File: src/rtl/lcdseq_pkg.sv
// Package with shared types, constants and the step table for the LCD bus write sequencer.
package lcdseq_pkg;

  localparam int unsigned WAIT_W = 16;
  localparam int unsigned STEP_W = 4;

  localparam logic [2:0] OP_WRITE  = 3'd0;
  localparam logic [2:0] OP_INIT   = 3'd1;
  localparam logic [2:0] OP_SELECT = 3'd2;
  localparam logic [2:0] OP_ECHO   = 3'd3;
  localparam logic [2:0] OP_CURSOR = 3'd4;

  localparam logic [1:0] REG_FOUR_BIT  = 2'd0;
  localparam logic [1:0] REG_FUNC_WORD = 2'd1;
  localparam logic [1:0] REG_MODE_WORD = 2'd2;
  localparam logic [1:0] REG_DISP_WORD = 2'd3;

  localparam logic [3:0] ENABLE_FIRST  = 4'b0100;
  localparam logic [3:0] ENABLE_SECOND = 4'b1000;
  localparam logic [3:0] ENABLE_BOTH   = 4'b1100;

  localparam logic [7:0] CURSOR_LINE0 = 8'h80;
  localparam logic [7:0] CURSOR_LINE1 = 8'hC0;
  localparam logic [5:0] CURSOR_COLS  = 6'd40;
  localparam logic [7:0] BYTE_WAKE    = 8'h30;
  localparam logic [7:0] BYTE_4BIT    = 8'h20;
  localparam logic [7:0] BYTE_CLEAR   = 8'h01;
  localparam logic [7:0] BYTE_HOME    = 8'h02;

  localparam logic [WAIT_W-1:0] WAIT_POWER_ON = 16'd55000;
  localparam logic [WAIT_W-1:0] WAIT_SYNC0    = 16'd4100;
  localparam logic [WAIT_W-1:0] WAIT_SYNC     = 16'd100;
  localparam logic [WAIT_W-1:0] WAIT_CMD      = 16'd40;
  localparam logic [WAIT_W-1:0] WAIT_DATA     = 16'd2;
  localparam logic [WAIT_W-1:0] WAIT_SLOW_CMD = 16'd1640;
  localparam logic [WAIT_W-1:0] WAIT_PULSE    = 16'd1;
  localparam logic [WAIT_W-1:0] WAIT_NONE     = 16'd0;

  localparam logic [1:0] PH_LOW0 = 2'd0;
  localparam logic [1:0] PH_HIGH = 2'd1;
  localparam logic [1:0] PH_LOW1 = 2'd2;

  localparam logic [STEP_W-1:0] STEP_SYNC0    = 4'd0;
  localparam logic [STEP_W-1:0] STEP_SYNC1    = 4'd1;
  localparam logic [STEP_W-1:0] STEP_SYNC2    = 4'd2;
  localparam logic [STEP_W-1:0] STEP_4BIT     = 4'd3;
  localparam logic [STEP_W-1:0] STEP_FUNCTION = 4'd4;
  localparam logic [STEP_W-1:0] STEP_CLEAR    = 4'd5;
  localparam logic [STEP_W-1:0] STEP_HOME     = 4'd6;
  localparam logic [STEP_W-1:0] STEP_ENTRY    = 4'd7;
  localparam logic [STEP_W-1:0] STEP_DISPLAY  = 4'd8;
  localparam logic [STEP_W-1:0] STEP_USER     = 4'd9;

  typedef struct packed {
    logic       four_bit;
    logic [7:0] func_word;
    logic [7:0] mode_word;
    logic [7:0] disp_word;
  } cfg_t;

  typedef struct packed {
    logic [7:0]        data;
    logic              rs;
    logic              nibbles;
    logic [WAIT_W-1:0] after;
  } step_info_t;

  typedef struct packed {
    logic              load;
    logic              from_zero;
    logic [WAIT_W-1:0] add;
  } wait_op_t;

  function automatic step_info_t step_info(input logic [STEP_W-1:0] step, input cfg_t cfg,
                                           input logic [7:0] user_data, input logic user_rs);
    step_info_t s;
    s.data    = '0;
    s.rs      = 1'b0;
    s.nibbles = cfg.four_bit;
    s.after   = WAIT_CMD;
    case (step)
      STEP_SYNC0: begin
        s.data = BYTE_WAKE; s.nibbles = 1'b0; s.after = WAIT_SYNC0;
      end
      STEP_SYNC1, STEP_SYNC2: begin
        s.data = BYTE_WAKE; s.nibbles = 1'b0; s.after = WAIT_SYNC;
      end
      STEP_4BIT: begin
        s.data = BYTE_4BIT; s.nibbles = 1'b0; s.after = WAIT_NONE;
      end
      STEP_FUNCTION: s.data = cfg.func_word;
      STEP_CLEAR: begin
        s.data = BYTE_CLEAR; s.after = WAIT_SLOW_CMD;
      end
      STEP_HOME: begin
        s.data = BYTE_HOME; s.after = WAIT_SLOW_CMD;
      end
      STEP_ENTRY: s.data = cfg.mode_word;
      STEP_DISPLAY: s.data = cfg.disp_word;
      STEP_USER: begin
        s.data  = user_data;
        s.rs    = user_rs;
        s.after = user_rs ? WAIT_DATA : WAIT_CMD;
      end
      default: s.data = '0;
    endcase
    return s;
  endfunction

endpackage

File: src/rtl/lcdseq_if.sv
// Handshake interfaces for the command input and the bus write output.
interface lcdseq_cmd_if;
  logic       valid;
  logic       ready;
  logic [2:0] opcode;
  logic [7:0] data_byte;
  logic       register_select;
  logic [1:0] select_index;
  logic [1:0] cursor_line;
  logic [5:0] cursor_col;

  modport source(output valid, opcode, data_byte, register_select, select_index,
                 cursor_line, cursor_col, input ready);
  modport sink(input valid, opcode, data_byte, register_select, select_index,
               cursor_line, cursor_col, output ready);
endinterface

interface lcdseq_bus_if;
  logic        valid;
  logic        ready;
  logic [3:0]  bus_control;
  logic [7:0]  bus_data;
  logic [15:0] wait_before_us;
  logic        last;

  modport source(output valid, bus_control, bus_data, wait_before_us, last, input ready);
  modport sink(input valid, bus_control, bus_data, wait_before_us, last, output ready);
endinterface

File: src/rtl/char_lcd_bus_write_sequencer_top.sv
// Top level of the character LCD bus write sequencer.
// Each accepted command is decoded in the idle state; commands that emit bus words then put out
// one word per cycle from an output register, slowed only by backpressure on the bus side,
// and take no new command until the final word has been loaded. A byte write or cursor
// command emits 3 words in 8-bit mode or 6 in 4-bit mode; init first adds the power-on wait
// through the single saturating wait adder, then emits 24 (8-bit) or 42 (4-bit) words;
// select and echo emit no words. Waits that follow a word ride on the next word, even one
// from a later command, and saturate at 65535 us.
module char_lcd_bus_write_sequencer_top (
  input  logic                clk,
  input  logic                rst,
  input  logic                cfg_we,
  input  logic [1:0]          cfg_index,
  input  logic [7:0]          cfg_data,
  lcdseq_cmd_if.sink          cmd,
  lcdseq_bus_if.source        bus
);

  lcdseq_pkg::cfg_t                  cfg;
  lcdseq_pkg::wait_op_t              wait_op;
  logic [lcdseq_pkg::WAIT_W-1:0]     pending;

  always_ff @(posedge clk) begin
    if (rst) begin
      cfg.four_bit  <= 1'b1;
      cfg.func_word <= 8'd40;
      cfg.mode_word <= 8'd6;
      cfg.disp_word <= 8'd12;
    end else if (cfg_we) begin
      unique case (cfg_index)
        lcdseq_pkg::REG_FOUR_BIT:  cfg.four_bit  <= cfg_data[0];
        lcdseq_pkg::REG_FUNC_WORD: cfg.func_word <= cfg_data;
        lcdseq_pkg::REG_MODE_WORD: cfg.mode_word <= cfg_data;
        lcdseq_pkg::REG_DISP_WORD: cfg.disp_word <= cfg_data;
        default: cfg.four_bit <= cfg.four_bit;
      endcase
    end
  end

  lcdseq_wait u_wait (
    .clk     (clk),
    .rst     (rst),
    .op      (wait_op),
    .pending (pending)
  );

  lcdseq_seq u_seq (
    .clk             (clk),
    .rst             (rst),
    .cfg             (cfg),
    .cmd_valid       (cmd.valid),
    .cmd_ready       (cmd.ready),
    .opcode          (cmd.opcode),
    .data_byte       (cmd.data_byte),
    .register_select (cmd.register_select),
    .select_index    (cmd.select_index),
    .cursor_line     (cmd.cursor_line),
    .cursor_col      (cmd.cursor_col),
    .pending         (pending),
    .wait_op         (wait_op),
    .out_valid       (bus.valid),
    .out_ready       (bus.ready),
    .bus_control     (bus.bus_control),
    .bus_data        (bus.bus_data),
    .wait_before_us  (bus.wait_before_us),
    .last            (bus.last)
  );

  a_strobe_no_wait: assert property (@(posedge clk) disable iff (rst)
    bus.valid && (bus.bus_control[3:2] != 2'b00) |-> bus.wait_before_us == '0)
    else $error("enable strobe word carries a wait");

  a_busy_mid_command: assert property (@(posedge clk) disable iff (rst)
    bus.valid && !bus.last |-> !cmd.ready)
    else $error("command taken before the previous command finished");

  a_nibble_low_clear: assert property (@(posedge clk) disable iff (rst)
    bus.valid && cfg.four_bit |-> bus.bus_data[3:0] == 4'h0)
    else $error("4-bit mode word drives low data lines");

endmodule

File: src/rtl/lcdseq_wait.sv
// Shared saturating adder and pending wait register.
module lcdseq_wait (
  input  logic                             clk,
  input  logic                             rst,
  input  lcdseq_pkg::wait_op_t             op,
  output logic [lcdseq_pkg::WAIT_W-1:0]    pending
);

  logic [lcdseq_pkg::WAIT_W:0]   sum;
  logic [lcdseq_pkg::WAIT_W-1:0] pending_next;

  assign sum = {1'b0, (op.from_zero ? {lcdseq_pkg::WAIT_W{1'b0}} : pending)} + {1'b0, op.add};
  assign pending_next = sum[lcdseq_pkg::WAIT_W] ? '1 : sum[lcdseq_pkg::WAIT_W-1:0];

  always_ff @(posedge clk) begin
    if (rst) begin
      pending <= '0;
    end else if (op.load) begin
      pending <= pending_next;
    end
  end

endmodule

File: src/rtl/lcdseq_seq.sv
// Command decoder and write sequencer with step, nibble and phase counters.
module lcdseq_seq (
  input  logic                             clk,
  input  logic                             rst,
  input  lcdseq_pkg::cfg_t                 cfg,
  input  logic                             cmd_valid,
  output logic                             cmd_ready,
  input  logic [2:0]                       opcode,
  input  logic [7:0]                       data_byte,
  input  logic                             register_select,
  input  logic [1:0]                       select_index,
  input  logic [1:0]                       cursor_line,
  input  logic [5:0]                       cursor_col,
  input  logic [lcdseq_pkg::WAIT_W-1:0]    pending,
  output lcdseq_pkg::wait_op_t             wait_op,
  output logic                             out_valid,
  input  logic                             out_ready,
  output logic [3:0]                       bus_control,
  output logic [7:0]                       bus_data,
  output logic [lcdseq_pkg::WAIT_W-1:0]    wait_before_us,
  output logic                             last
);

  typedef enum logic [2:0] {
    S_IDLE = 3'b001,
    S_PRE  = 3'b010,
    S_RUN  = 3'b100
  } state_t;

  state_t                          state;
  logic [lcdseq_pkg::STEP_W-1:0]   step;
  logic                            nibble;
  logic [1:0]                      phase;
  logic [7:0]                      byte_data;
  logic                            byte_rs;
  logic [3:0]                      enable_bits;

  lcdseq_pkg::step_info_t          info;
  logic                            emit;
  logic                            step_end;
  logic                            cmd_done;
  logic [7:0]                      write_data;
  logic [3:0]                      write_ctrl;
  logic [lcdseq_pkg::WAIT_W-1:0]   write_add;
  logic [7:0]                      cursor_byte;
  logic                            cursor_ok;

  assign info = lcdseq_pkg::step_info(step, cfg, byte_data, byte_rs);
  assign cmd_ready = (state == S_IDLE);
  assign emit = (state == S_RUN) && (!out_valid || out_ready);
  assign step_end = (phase == lcdseq_pkg::PH_LOW1) && (!info.nibbles || nibble);
  assign cmd_done = step_end &&
                    ((step == lcdseq_pkg::STEP_USER) || (step == lcdseq_pkg::STEP_DISPLAY));

  assign cursor_ok = !cursor_line[1] && (cursor_col < lcdseq_pkg::CURSOR_COLS);
  assign cursor_byte = (cursor_line[0] ? lcdseq_pkg::CURSOR_LINE1 : lcdseq_pkg::CURSOR_LINE0)
                       + {2'b00, cursor_col};

  always_comb begin
    if (!info.nibbles) begin
      write_data = info.data;
    end else if (nibble) begin
      write_data = {info.data[3:0], 4'h0};
    end else begin
      write_data = {info.data[7:4], 4'h0};
    end
    write_ctrl = {3'b000, info.rs};
    if (phase == lcdseq_pkg::PH_HIGH) begin
      write_ctrl = write_ctrl | enable_bits;
    end
    case (phase)
      lcdseq_pkg::PH_LOW0: write_add = lcdseq_pkg::WAIT_NONE;
      lcdseq_pkg::PH_HIGH: write_add = lcdseq_pkg::WAIT_PULSE;
      default: write_add = step_end ? info.after : lcdseq_pkg::WAIT_PULSE;
    endcase
  end

  always_comb begin
    wait_op = '0;
    if (state == S_PRE) begin
      wait_op.load      = 1'b1;
      wait_op.from_zero = 1'b0;
      wait_op.add       = lcdseq_pkg::WAIT_POWER_ON;
    end else if (emit) begin
      wait_op.load      = 1'b1;
      wait_op.from_zero = 1'b1;
      wait_op.add       = write_add;
    end
  end

  always_ff @(posedge clk) begin
    if (rst) begin
      state       <= S_IDLE;
      step        <= lcdseq_pkg::STEP_SYNC0;
      nibble      <= 1'b0;
      phase       <= lcdseq_pkg::PH_LOW0;
      enable_bits <= lcdseq_pkg::ENABLE_FIRST;
      out_valid   <= 1'b0;
    end else begin
      if (emit) begin
        out_valid <= 1'b1;
      end else if (out_ready) begin
        out_valid <= 1'b0;
      end
      unique case (state)
        S_IDLE: begin
          if (cmd_valid) begin
            nibble <= 1'b0;
            phase  <= lcdseq_pkg::PH_LOW0;
            case (opcode)
              lcdseq_pkg::OP_WRITE: begin
                byte_data <= data_byte;
                byte_rs   <= register_select;
                step      <= lcdseq_pkg::STEP_USER;
                state     <= S_RUN;
              end
              lcdseq_pkg::OP_INIT: begin
                step  <= lcdseq_pkg::STEP_SYNC0;
                state <= S_PRE;
              end
              lcdseq_pkg::OP_SELECT: begin
                if (!select_index[1]) begin
                  enable_bits <= select_index[0] ? lcdseq_pkg::ENABLE_SECOND
                                                 : lcdseq_pkg::ENABLE_FIRST;
                end
              end
              lcdseq_pkg::OP_ECHO: enable_bits <= lcdseq_pkg::ENABLE_BOTH;
              lcdseq_pkg::OP_CURSOR: begin
                if (cursor_ok) begin
                  byte_data <= cursor_byte;
                  byte_rs   <= 1'b0;
                  step      <= lcdseq_pkg::STEP_USER;
                  state     <= S_RUN;
                end
              end
              default: state <= S_IDLE;
            endcase
          end
        end
        S_PRE: state <= S_RUN;
        S_RUN: begin
          if (emit) begin
            if (phase != lcdseq_pkg::PH_LOW1) begin
              phase <= phase + 2'd1;
            end else if (info.nibbles && !nibble) begin
              nibble <= 1'b1;
              phase  <= lcdseq_pkg::PH_LOW0;
            end else begin
              nibble <= 1'b0;
              phase  <= lcdseq_pkg::PH_LOW0;
              if (cmd_done) begin
                state <= S_IDLE;
                if (step != lcdseq_pkg::STEP_USER) begin
                  enable_bits <= lcdseq_pkg::ENABLE_FIRST;
                end
              end else if ((step == lcdseq_pkg::STEP_SYNC2) && !cfg.four_bit) begin
                step <= lcdseq_pkg::STEP_FUNCTION;
              end else begin
                step <= step + 4'd1;
              end
            end
          end
        end
        default: state <= S_IDLE;
      endcase
    end
  end

  always_ff @(posedge clk) begin
    if (emit) begin
      bus_control    <= write_ctrl;
      bus_data       <= write_data;
      wait_before_us <= pending;
      last           <= cmd_done;
    end
  end

endmodule
File: src/flat_wrapper.sv
// flat-port wrapper written by rule: the top's interface ports become plain ports
module char_lcd_bus_write_sequencer_top_flat 
  (clk, rst, cfg_we, cfg_index, cfg_data, cmd_valid, cmd_opcode, cmd_data_byte, cmd_register_select, cmd_select_index, cmd_cursor_line, cmd_cursor_col, cmd_ready, bus_valid, bus_bus_control, bus_bus_data, bus_wait_before_us, bus_last, bus_ready);
  lcdseq_cmd_if cmd_i ();
  lcdseq_bus_if bus_i ();
  input  logic clk;
  input  logic rst;
  input  logic cfg_we;
  input  logic [1:0] cfg_index;
  input  logic [7:0] cfg_data;
  input wire logic [$bits(cmd_i.valid)-1:0] cmd_valid;
  input wire logic [$bits(cmd_i.opcode)-1:0] cmd_opcode;
  input wire logic [$bits(cmd_i.data_byte)-1:0] cmd_data_byte;
  input wire logic [$bits(cmd_i.register_select)-1:0] cmd_register_select;
  input wire logic [$bits(cmd_i.select_index)-1:0] cmd_select_index;
  input wire logic [$bits(cmd_i.cursor_line)-1:0] cmd_cursor_line;
  input wire logic [$bits(cmd_i.cursor_col)-1:0] cmd_cursor_col;
  output wire logic [$bits(cmd_i.ready)-1:0] cmd_ready;
  output wire logic [$bits(bus_i.valid)-1:0] bus_valid;
  output wire logic [$bits(bus_i.bus_control)-1:0] bus_bus_control;
  output wire logic [$bits(bus_i.bus_data)-1:0] bus_bus_data;
  output wire logic [$bits(bus_i.wait_before_us)-1:0] bus_wait_before_us;
  output wire logic [$bits(bus_i.last)-1:0] bus_last;
  input wire logic [$bits(bus_i.ready)-1:0] bus_ready;
  assign cmd_i.valid = cmd_valid;
  assign cmd_i.opcode = cmd_opcode;
  assign cmd_i.data_byte = cmd_data_byte;
  assign cmd_i.register_select = cmd_register_select;
  assign cmd_i.select_index = cmd_select_index;
  assign cmd_i.cursor_line = cmd_cursor_line;
  assign cmd_i.cursor_col = cmd_cursor_col;
  assign cmd_ready = cmd_i.ready;
  assign bus_valid = bus_i.valid;
  assign bus_bus_control = bus_i.bus_control;
  assign bus_bus_data = bus_i.bus_data;
  assign bus_wait_before_us = bus_i.wait_before_us;
  assign bus_last = bus_i.last;
  assign bus_i.ready = bus_ready;
  char_lcd_bus_write_sequencer_top u_core (.clk(clk), .rst(rst), .cfg_we(cfg_we), .cfg_index(cfg_index), .cfg_data(cfg_data), .cmd(cmd_i), .bus(bus_i));
endmodule
File: config.mk
export PLATFORM = sky130hd
export DESIGN_NAME = char_lcd_bus_write_sequencer_top_flat
export DESIGN_NICKNAME = d
export VERILOG_FILES = /design/src/rtl/lcdseq_pkg.sv /design/src/rtl/lcdseq_if.sv /design/src/rtl/char_lcd_bus_write_sequencer_top.sv /design/src/rtl/lcdseq_wait.sv /design/src/rtl/lcdseq_seq.sv /design/src/flat_wrapper.sv
export SDC_FILE = /design/constraint.sdc
export NUM_CORES = 1
export LEC_CHECK = 0
export ABC_AREA = 1
export ABC_CLOCK_PERIOD_IN_PS = 4320
export BUFFER_PORTS_ARGS = -buffer_cell sky130_fd_sc_hd__buf_4
export CORE_MARGIN = 2
export CORE_UTILIZATION = 58
export CTS_CLUSTER_SIZE = 30
export DETAILED_ROUTE_END_ITERATION = 8
export PLACE_DENSITY = 0.77
export SYNTH_ARGS = -nofsm -noshare
export SYNTH_HDL_FRONTEND = slang
export SYNTH_SLANG_ARGS = --single-unit
File: constraint.sdc
create_clock -name clk -period 4.32 [get_ports clk]
set_input_delay 0.432 -clock clk [delete_from_list [all_inputs] [get_ports clk]]
set_output_delay 0.432 -clock clk [all_outputs]
set_load 0.1 [all_outputs]
==> results.json, run 1 <==
{
  "synth.most_common_cell": "nand2_1",
  "ir_drop_mv": 0.238,
  "cts_buffers": 9,
  "drcViolationCount": 0,
  "grt_pass1_wl_microns": 18000,
  "hold_path.class": "primary input to flip-flop",
  "cp-end-kind": "flip-flop",
  "cts_tree": "done",
  "criticalPathCategory": "flip-flop to flip-flop",
  "grt-ovfl-total": 0,
  "drv_cap": 0,
  "cp_max_fo": 10,
  "cts-resized-gates": 0,
  "dp_slack_ps": 888,
  "drt-wirelength-per-cell_microns": 14.0,
  "fmaxAchievable_ghz": 0.286,
  "ys_seq_elements": 91,
  "pin_count": 68,
  "yosys.area.top_type": "edfxtp_1",
  "tightest_slew_ps": 1150,
  "drtAntennaViolNets": 0,
  "synth_area_per_cell_sq_um": 8.02,
  "cp_slowest_stage_delay_ps": 470,
  "routed_wirelength_microns": 10800,
  "hold_viol": 0,
  "hold_buffers": 0,
  "clkSlewWorstSetupHoldPaths_ps": 90,
  "n_fill_cell": 718,
  "min_period_ps": 3490,
  "syn_to_final_growth_pct": 16.9,
  "synth_async_sr_flop_share_pct": 0,
  "grt.total_usage_pct": 25.6,
  "dp.final_hpwl_microns": 7960,
  "fp.coreArea_sq_mm": 0.00809,
  "powerDensity_mw_per_mm2": 388,
  "synth_top_area_share_pct": 23.2,
  "ys_seq_area_share_pct": 45.8,
  "die_area_sq_mm": 0.00900,
  "synthTopCellsByCount": "119 x nand2_1, 77 x inv_1, 63 x nor2_1, 54 x dfxtp_1, 48 x o21ai_0",
  "synthTopCellsByArea": "edfxtp_1 23%, dfxtp_1 23%, nand2_1 9.3%",
  "critPathRequiredTime_ps": 4580,
  "layout_worst_path_cycle_share_pct": 80.9,
  "htreeDepth": 3,
  "synth_area_sq_mm": 0.00479,
  "slew_viol_final": 0,
  "post_cts_buffers": 0,
  "row_count": 33,
  "vias": 4234,
  "hold_depth": 3,
  "setup_viol": 0,
  "numPortBuffers": 66,
  "synth_edf_count": 37,
  "cp_common_cell": "inv_1",
  "ys.flop_type": "dfxtp_1",
  "reg2reg_depth": 23,
  "clkLatencyLatePin_ps": 370,
  "antenna_found_initial": 0,
  "routed_via_density": 5.48,
  "clock-root-buffer": "clkbuf_8",
  "p_leak_nw": 2.47,
  "drt_iter0_markers": 245,
  "dieWidth_microns": 94.9,
  "setup_ws_ps": 825,
  "final_nets": 709,
  "fin_setup_tns_ps": 0,
  "setup.worst_path.start_class": "flip-flop",
  "yosysUniqueCellTypes": 49,
  "drive_above_1_share_pct": 18.3,
  "diodes": 0,
  "cp.arrival_ps": 3760,
  "grt_pass1_vias": 3892,
  "synth_nets": 643,
  "crit_chain": "inv_1 -> ha_1 -> inv_1 -> nand2_1 -> nand2_1 -> nand2_1 -> nor2_1 -> a21oi_1 -> inv_1 -> nor2_1 -> inv_1 -> nor3_1 -> fa_1 -> a21oi_1 -> o21ai_2 -> nand2_2 -> nand2_4 -> nand2_2 -> nand3_4 -> nor2_8 -> inv_2 -> o21bai_1 -> inv_1",
  "status": "completed",
  "die_h_microns": 94.9,
  "clock_path_buffers": 2,
  "drt-pass1-iter-count": 5,
  "cpMaxStageDelayCell": "fa_1",
  "rsz0062_at_grt": "false",
  "gp_congestion": 0.914,
  "clock-sinks": 91,
  "initial_core_util_pct": 59.2,
  "netlist_instances": 597,
  "grt_start_max_net_pins": 44,
  "relSlewSlack_pct": 23.3,
  "yosysWarnings": 0,
  "clock_skew_ps": 10.7
}
-- sequential cells by signal, indices dropped and copies added (netlist names), 3 cells and up --
register / flops
u_core.cfg: 25
u_core.u_seq.wait_before_us: 16
u_core.u_wait.pending: 16
u_core.u_seq.bus_data: 8
u_core.u_seq.byte_data: 8
u_core.u_seq.step: 4
u_core.u_seq.bus_control: 3
u_core.u_seq.state: 3
-- critical path: cells and delay by family, from the launching register on --
family                   cells  cell delay [ps]
AND/OR/NAND/NOR             11             1250
AO/OA/AOI/OAI                4              550
buffers and inverters        6              510
flip-flops                   1              400
adder cells (fa/ha/maj)      2              670
-- worst paths after layout --
check,startpoint,slack [ps],to
worst max-delay path,u_core.u_seq.step[1],830,u_core.u_wait.pending[2]
worst min-delay path,cfg_data[3],280,u_core.cfg[19]
worst max register to register,u_core.u_seq.step[1],830,u_core.u_wait.pending[2]
worst min register to register,u_core.cfg[11],460,u_core.cfg[11]
-- power breakdown --
part,switching [mW],internal (mW),total (mW)
clock network,0.311,0.320,0.630
logic,0.382,0.162,0.544
registers,0.0400,0.958,0.998
-- routing by layer --
layer | track usage, % | share of wire (%)
met2 | 39.4 | 44
met1 | 36.9 | 47
met5 | 0 | 0
met3 | 4.63 | 6.8
met4 | 7.73 | 1.7
-- placed cells by master, fill, tap and decap left out, drive strengths merged, types with 8 or more instances in the layout --
cell type,n
edfxtp,37
nand4,12
clkbuf,12
o21ai,50
ha,8
nand3,26
nor2,68
a21oi,43
nand2,130
dfxtp,54
buf,69
nor3,10
xor2,10
inv,88
-- final cells by class --
class                           instances  area (sq um)  area share (%)
Clock buffer                           12           199            3.55
Clock inverter                          4          31.3           0.559
Inverter                               88           335            5.99
Multi-Input combinational cell        404          2190            39.1
Sequential cell                        91          2190            39.2
Tap cell                              105           131            2.35
Timing Repair Buffer                   69           518            9.26
-- cell families after synthesis --
family	share of synthesized area (%)
buf+inv	8.60
mux	0.418
compound gates	15.8
fa+ha+maj	2.51
xor+xnor	2.56
flops	45.8
other cells	0.0783
simple gates	24.3
-- stage by stage --
step	hold WS, ps	utilization [%]	power, mW	instance area, sq um	std cells
final	278	69.2	2.17	5600	773
after floorplan	425	-	1.41	4790	597
after global placement	440	66.3	1.53	5370	757
after CTS	278	69.2	2.17	5600	773
after global routing	293	69.2	2.27	5600	773
after detailed placement	446	66.3	1.55	5370	757
(Power assumes the default switching activity.)
==> run 2: changes to the inputs <==
ABC_CLOCK_PERIOD_IN_PS = 2900   (was 4320)
CORE_UTILIZATION = 52   (was 58)
PLACE_DENSITY = 0.72   (was 0.77)
clock period = 2.9 ns   (was 4.32 ns; I/O delays follow)
==> run 2 against run 1 <==
Register-to-register slack lost 800 ps; wire length grew 8.0%; global-route usage is 2.0 points lower; first-iteration DRC count decreased by 5.7%; largest power group unchanged.
==> results.json, run 2 (synthesis results as in run 1) <==
{
  "status": "completed",
  "powerDensity_mw_per_mm2": 571,
  "p_clk_share_pct": 26.5,
  "clock_path_buffers": 2,
  "antenna_found_initial": 0,
  "clock-root-buffer": "clkbuf_8",
  "slew_viol_final": 0,
  "clock-sinks": 91,
  "pin_count": 68,
  "hold_viol": 0,
  "drt_iter0_markers": 231,
  "p_sw_share_pct": 34.5,
  "htreeDepth": 3,
  "drt-wirelength-per-cell_microns": 14.3,
  "layout_worst_path_cycle_share_pct": 99.1,
  "grt_start_max_net_pins": 32,
  "reg_top3": "u_core.cfg (25), u_core.u_seq.wait_before_us (16), u_core.u_wait.pending (16)",
  "ir_drop_mv": 0.340,
  "cp-end-kind": "flip-flop",
  "regMostFlops": "u_core.cfg",
  "placed_area_sq_mm": 0.00559,
  "setup.worst_path.start_class": "flip-flop",
  "internal_power_mw": 2.26,
  "critPathRequiredTime_ps": 3150,
  "p_leak_nw": 2.69,
  "min_period_ps": 2870,
  "dp.final_hpwl_microns": 8620,
  "drv_cap": 0,
  "final_cell_area_sq_mm": 0.00606,
  "initial_core_util_pct": 52.8,
  "cts_buffers": 9,
  "fmaxAchievable_ghz": 0.348,
  "diodes": 0,
  "layout_common_cells": "110 x nand2_1, 104 x buf_4, 71 x inv_1",
  "routed_via_density": 5.33,
  "drive_above_1_share_pct": 27.9,
  "relSlewSlack_pct": 59.8,
  "numPortBuffers": 66,
  "grt_pass1_wl_microns": 18800,
  "rsz0062_at_grt": "true",
  "pwr-share-seq_pct": 43.3,
  "clock_skew_ps": 17.8,
  "grt-ovfl-total": 0,
  "largest_reg_flops": 25,
  "fin_util_pct": 66.8,
  "row_count": 35,
  "drt-pass1-iter-count": 5,
  "die_h_microns": 100,
  "drtAntennaViolNets": 0,
  "die_area_sq_mm": 0.00999,
  "cp_max_fo": 4,
  "p_comb_share_pct": 30.2,
  "routed_wirelength_microns": 11700,
  "syn_to_final_growth_pct": 26.5,
  "hold_ws_ps": 140,
  "hold_path.class": "primary input to flip-flop",
  "p_switching_mw": 1.19,
  "cts_tree": "done",
  "tightest_slew_ps": 603,
  "grt.total_usage_pct": 23.7,
  "vias": 4350,
  "gp_congestion": 0.899,
  "clkSlewWorstSetupHoldPaths_ps": 100,
  "criticalPathCategory": "flip-flop to flip-flop",
  "drcViolationCount": 0,
  "layout.cells.most_common": "nand2_1",
  "final_nets": 746,
  "hold_buffers": 0,
  "setup_viol": 0,
  "fp.coreArea_sq_mm": 0.00906,
  "cp.arrival_ps": 3130,
  "n_fill_cell": 760,
  "clkLatencyLatePin_ps": 370,
  "grt_pass1_vias": 3977,
  "dieWidth_microns": 100
}
[run 2: cell type report]
type | count | area (sq um) | area share (%)
Multi-Input combinational cell | 404 | 2350 | 38.7
Sequential cell | 91 | 2200 | 36.4
Timing Repair Buffer | 106 | 812 | 13.4
Inverter | 88 | 340 | 5.62
Clock buffer | 11 | 174 | 2.87
Tap cell | 111 | 139 | 2.29
Clock inverter | 5 | 43.8 | 0.723
[run 2: worst max-delay path: stages (launching register included)]
cell     delay, ps
dfxtp_4        370
buf_6          120
ha_4           150
inv_2           40
nand2_2         60
nand2_2         90
nand2_2         60
nor2_2         120
a21oi_1         70
inv_1           80
nor2_2          40
inv_2          100
nor3_2          50
ha_1           380
a21oi_2        160
inv_1           50
a31oi_1        140
inv_1          100
nand3_2         90
nand2_4         80
xor2_1         140
o21ai_1        160
a21oi_1        100
[run 2: final timing paths]
kind	from	endpoint	slack, ps	depth (start not counted)
max	u_core.u_seq.step[1]	u_core.u_wait.pending[7]	30	22
max reg2reg	u_core.u_seq.step[1]	u_core.u_wait.pending[7]	30	22
min reg2reg	u_core.cfg[12]	u_core.cfg[12]	460	2
min	cfg_data[3]	u_core.cfg[3]	140	3
[run 2: metal layers]
layer | global-route usage (%) | vias up | part of all wire, %
met5 | 0 | - | 0
met4 | 6.43 | 0 | 1.1
met3 | 4.60 | 15 | 6.6
met2 | 35.4 | 153 | 43
met1 | 35.1 | 1985 | 49
li1 | - | 2197 | -
[run 2: through the flow]
| step | power [mW] | cells | setup WS, ps | TNS (ps) |
|---|---|---|---|---|
| 2_1_floorplan | 2.11 | 597 | 1.12 | 0 |
| 3_3_place_gp | 2.41 | 788 | -96.4 | -135 |
| 3_5_place_dp | 2.42 | 788 | -220 | -1470 |
| 4_1_cts | 3.37 | 809 | 11.3 | 0 |
| 5_1_grt | 3.61 | 816 | -185 | -1510 |
| 6_report | 3.46 | 816 | 25.3 | 0 |
[run 2: repair_timing]
action / 4_1_cts / 5_1_grt
setup endpoints to repair: 15 / 15
setup buffers: 5 / 7
pin swaps: 4 / 19
resized for setup: 11 / 34
[run 2: power by group through the flow]
stage,Clock (mW),Combinational [mW],Sequential (mW)
after CTS,0.934,0.944,1.49
after detailed placement,0,0.909,1.52
after global placement,0,0.895,1.51
after floorplan,0,0.514,1.60
after global routing,0.972,1.13,1.51
final,0.918,1.04,1.50
